--- config.mk ---
export PLATFORM = sky130hd
export DESIGN_NAME = ffda_flux_unit
export DESIGN_NICKNAME = d
export VERILOG_FILES = /design/src/rtl/core/ffda_pkg.sv /design/src/rtl/core/ffda_flux_unit.sv
export SDC_FILE = /design/constraint.sdc
export NUM_CORES = 2
export LEC_CHECK = 0
export ABC_AREA = 1
export BUFFER_PORTS_ARGS = -buffer_cell sky130_fd_sc_hd__buf_2
export CAP_MARGIN = 20
export CORE_ASPECT_RATIO = 0.7
export CORE_MARGIN = 2
export CORE_UTILIZATION = 55
export DETAILED_ROUTE_END_ITERATION = 8
export PLACE_DENSITY = 0.71
export SYNTH_ARGS = -nofsm -noshare
export SYNTH_HDL_FRONTEND = slang
export SYNTH_SLANG_ARGS = --single-unit
--- constraint.sdc ---
create_clock -name clock -period 7.3 [get_ports clock]
set_input_delay 0.365 -clock clock [delete_from_list [all_inputs] [get_ports clock]]
set_output_delay 0.365 -clock clock [all_outputs]
set_load 0.03 [all_outputs]
--- src/rtl/core/ffda_pkg.sv ---
`timescale 1ns / 1ps

package ffda_pkg;

   localparam int ELEMENTS_DEFAULT = 4096;

   localparam logic [1:0] CMD_ACCUM      = 2'd0;
   localparam logic [1:0] CMD_READ       = 2'd1;
   localparam logic [1:0] CMD_READ_CLEAR = 2'd2;

   localparam logic signed [47:0] ACC_MAX = 48'sh7FFF_FFFF_FFFF;
   localparam logic signed [47:0] ACC_MIN = 48'sh8000_0000_0000;

   typedef struct packed {
      logic [1:0]         cmd;
      logic signed [31:0] velocity;
      logic [16:0]        porosity;
      logic [31:0]        area;
      logic [11:0]        plus_elem;
      logic               plus_valid;
      logic [11:0]        minus_elem;
      logic               minus_valid;
      logic [11:0]        read_index;
   } req_payload_type;

   typedef struct packed {
      logic signed [47:0] face_flux;
      logic signed [47:0] elem_value;
      logic               saturated;
   } rsp_payload_type;

   typedef struct packed {
      logic               sat;
      logic signed [47:0] value;
   } sat_val_type;

   typedef enum logic [2:0] {
      ST_CLEAR,
      ST_IDLE,
      ST_FLUX,
      ST_PLUS,
      ST_MINUS,
      ST_READ,
      ST_DONE
   } state_type;

   // clamp a wide sum to the signed 48-bit range
   function automatic sat_val_type sat48(input logic signed [50:0] x);
      sat_val_type r;
      r.sat   = (x[50:47] != 4'b0000) && (x[50:47] != 4'b1111);
      r.value = r.sat ? (x[50] ? ACC_MIN : ACC_MAX) : x[47:0];
      return r;
   endfunction

endpackage

--- src/rtl/core/ffda_flux_unit.sv ---
`timescale 1ns / 1ps

module ffda_flux_unit (
   input  logic                   clock,
   input  logic                   reset,
   input  logic                   start,
   input  logic signed [31:0]     velocity,
   input  logic [16:0]            porosity,
   input  logic [31:0]            area,
   output ffda_pkg::sat_val_type  result,
   output logic                   done
);
   import ffda_pkg::*;

   logic [2:0]         vld_ff, vld_in;
   logic signed [48:0] prod_ff, prod_in;
   logic [31:0]        area_ff, area_in;
   logic signed [49:0] hi_ff, hi_in, lo_ff, lo_in;
   sat_val_type        res_ff, res_in;

   logic signed [49:0] prod_full;
   logic signed [32:0] t;
   logic signed [49:0] hi_full, lo_full;
   logic signed [50:0] sum;

   // stage one: porosity times velocity
   assign prod_full = $signed({1'b0, porosity}) * velocity;
   assign prod_in   = start ? prod_full[48:0] : prod_ff;
   assign area_in   = start ? area : area_ff;

   // stage two: floored product times area halves
   assign t       = prod_ff[48:16];
   assign hi_full = t * $signed({1'b0, area_ff[31:16]});
   assign lo_full = t * $signed({1'b0, area_ff[15:0]});
   assign hi_in   = vld_ff[0] ? hi_full : hi_ff;
   assign lo_in   = vld_ff[0] ? lo_full : lo_ff;

   // stage three: recombine and clamp
   assign sum    = {hi_ff[49], hi_ff} + {{17{lo_ff[49]}}, lo_ff[49:16]};
   assign res_in = vld_ff[1] ? sat48(sum) : res_ff;

   assign vld_in = {vld_ff[1:0], start};

   always_ff @(posedge clock) begin
      if (reset) begin
         vld_ff <= '0;
      end else begin
         vld_ff <= vld_in;
      end
   end

   always_ff @(posedge clock) begin
      prod_ff <= prod_in;
      area_ff <= area_in;
      hi_ff   <= hi_in;
      lo_ff   <= lo_in;
      res_ff  <= res_in;
   end

   assign result = res_ff;
   assign done   = vld_ff[2];

endmodule

==> flow_summary.yaml <==
hold_path:
  hp-class: "in -> reg"
place:
  numPortBuffers: 133
  place.gp.congestion: 0.9832
  dpl.hpwl_um: 164900
grt:
  antenna_found_initial: 7
  grt_max_degree: 62
  gr-total-overflow: 0
  grt_pass1_wl_um: 321400
  grtUsageTotal: 0.3289
  grt_pass1_vias: 57200
worst_setup_path:
  worst_ep_required_time_ns: 7.66
  cp.arrival_ns: 7.37
  cp_common_cell: "fa_1"
  cp_cell_sequence: "buf_4 -> nand2_1 -> inv_1 -> fa_1 -> inv_1 -> fa_1 -> fa_1 -> inv_1 -> fa_1 -> fa_1 -> inv_1 -> fa_1 -> inv_1 -> ha_1 -> nand2_1 -> nor2_1 -> nand4_1 -> nor3_1 -> o21ai_0 -> nand3_1 -> a21oi_1 -> o21ai_0 -> xor2_1"
  startpoint_type: "flip-flop"
  crit_slowest_cell: "edfxtp_1"
  worstSetupPathType: "reg -> reg"
  endpoint_kind: "flip-flop"
  path_max_fanout: 13
  cp_slowest_stage_delay_ns: 0.89
cells_and_area:
  drive_gt1_frac: 0.04131
  num-fill-cells: 11090
  seq_area_mm2: 0.006011
  areaGrowthSynthToFinish_pct: 5.597
  final_util: 0.5871
  multiInputGateArea_mm2: 0.05052
  nets: 10560
yosys:
  synth_fp_nets: 10570
  synth_cell_types: 47
  netlist_instances: 8564
  synth_top_area_frac: 0.4485
  yosys_warnings: 0
  synth_area_mm2: 0.06781
  synth_seq_cells: 201
  async_flop_share: 0
  synth-edff-count: 198
  yosys.area.top_type: "fa_1"
  avgSynthCellArea_um2: 7.917
  synthTopCellsByArea: "fa_1 45%, inv_1 15%, nand2_1 13%, edfxtp_1 8.8%, ha_1 7.3%"
  synth-seq-area-share: 0.08857
  synthFlopType: "edfxtp_1"
  ys_top_cells_by_count: "2,633 x inv_1, 2,316 x nand2_1, 1,519 x fa_1"
  synth.most_common_cell: "inv_1"
detailed_routing:
  wirelength_um: 200100
  via_per_inst: 5.280
  ant_nets: 0
  vias: 53890
  drt_pass1_iterations: 6
  drc_errors: 0
  wl_per_cell_um: 19.61
  drtIter0Drc: 5332
sta:
  max_freq_ghz: 0.1426
  tns_ns: 0
  setup_violations: 0
  hold_violations: 0
  max-slew-margin-rel: 0.3375
  min_period_over_period: 0.9605
  drv_slew: 0
  rsz0062_at_grt: "false"
  skew_ns: 0.02602
  tightest_slew_ns: 0.9847
  finalWorstPathRequiredPeriod_ns: 7.011
cts:
  post_cts_buffers: 0
  path_clk_slew_ns: 0.08
  cts_buffer_depth: 3
  cts_num_sinks: 201
  clk_latency_ns: 0.61
  cts_root_buffer: "clkbuf_16"
  numCtsBuffers: 23
  cts-htree-levels: 1
  cts_tree: "yes"
die:
  fp.dieW_um: 423.7
  start_util: 0.5559
  dieArea_mm2: 0.1262
  rows: 107
  io_pins: 134
  dieHeight_um: 297.8
  design.core.area_mm2: 0.1220
status:
  run_status: "finished clean"
job:
  drv_cap: 0
## metrics by stage
stage               cells  setup slack, ns  hold WS [ns]  cell area (um^2)
floorplan            8564            1.454        0.4362             67810
global placement    10130           0.1815        0.5414             70420
detailed placement  10130           0.2425        0.5431             70420
CTS                 10200           0.4305        0.2083             71580
global route        10210          0.09820        0.2373             71600
finish              10210           0.2886        0.2511             71600
## flip-flops by register name, indices dropped and copies added, names as in the netlist
register / cells
vld_ff: 3
area_ff: 32
lo_ff: 34
prod_ff: 33
result: 49
hi_ff: 50
## cells by family after synthesis
| family | after synthesis | share of synthesized area |
|---|---|---|
| AO/OA/AOI/OAI | 482 | 0.03982 |
| AND/OR/NAND/NOR | 2799 | 0.1607 |
| flip-flops | 201 | 0.08857 |
| adder cells (fa/ha/maj) | 1917 | 0.5219 |
| buffers and inverters | 2990 | 0.1664 |
| XOR/XNOR | 175 | 0.02260 |
## repair_timing
item,4_1_cts,5_1_grt
endpoints found under the setup margin,0,0
hold buffers,33,0
resized for setup,0,0
hold endpoints to repair,35,0
## path summary, 6_finish.rpt
kind	start	to	slack [ns]	cells past startpoint
worst max-delay path	prod_ff[23]	hi_ff[42]	0.29	23
worst min-delay path	start	vld_ff[0]	0.25	3
worst max register to register	prod_ff[23]	hi_ff[42]	0.29	23
worst min register to register	vld_ff[1]	vld_ff[2]	0.58	2
## critical path: cells and delay by family, from the launching register on
kind / cells / cell delay [ns]
AO/OA/AOI/OAI: 3 / 0.57
AND/OR/NAND/NOR: 6 / 1.05
buffers and inverters: 6 / 0.63
adder cells (fa/ha/maj): 7 / 3.27
flip-flops: 1 / 0.89
XOR/XNOR: 1 / 0.35
## layer usage
layer  up-vias  track usage  wire length (um)
li1      24150            -                 -
met3       266      0.09903             26560
met2      2851       0.4743             81550
met1     26630       0.4939             88250
met4         0      0.05965              3762
met5         -            0                 0
## cells in the final DEF, fill, tap and decap left out, types with 4 or more instances in the layout
master,instances
fa_1,1519
nor3_1,25
nand2_1,2316
and2_1,4
a31oi_1,34
xnor2_1,62
nor2_2,4
nand2_2,8
xor2_1,113
a211oi_1,5
inv_2,8
a21o_1,20
and3_1,12
nand4_1,21
inv_1,2633
nor4_1,12
clkbuf_16,23
edfxtp_1,198
o21a_1,18
buf_2,132
buf_12,14
buf_4,135
bufinv_16,5
dlygate4sd3_1,33
o21bai_1,26
ha_1,398
o21ai_0,123
o211ai_1,5
nand3_1,108
nor2_1,277
a21oi_1,230
a21boi_0,8
## final cells by class
type,count,area share
Multi-Input combinational cell,5373,0.7055
Clock inverter,16,0.003408
Tap cell,1635,0.02857
Inverter,2641,0.1385
Timing Repair Buffer,314,0.03191
Sequential cell,201,0.08395
Antenna cell,1,0.00003495
Clock buffer,25,0.008143
Power is left out: the tool's default activity adds up to more than one toggle a clock period on the data nets, which glitch-free logic cannot reach.
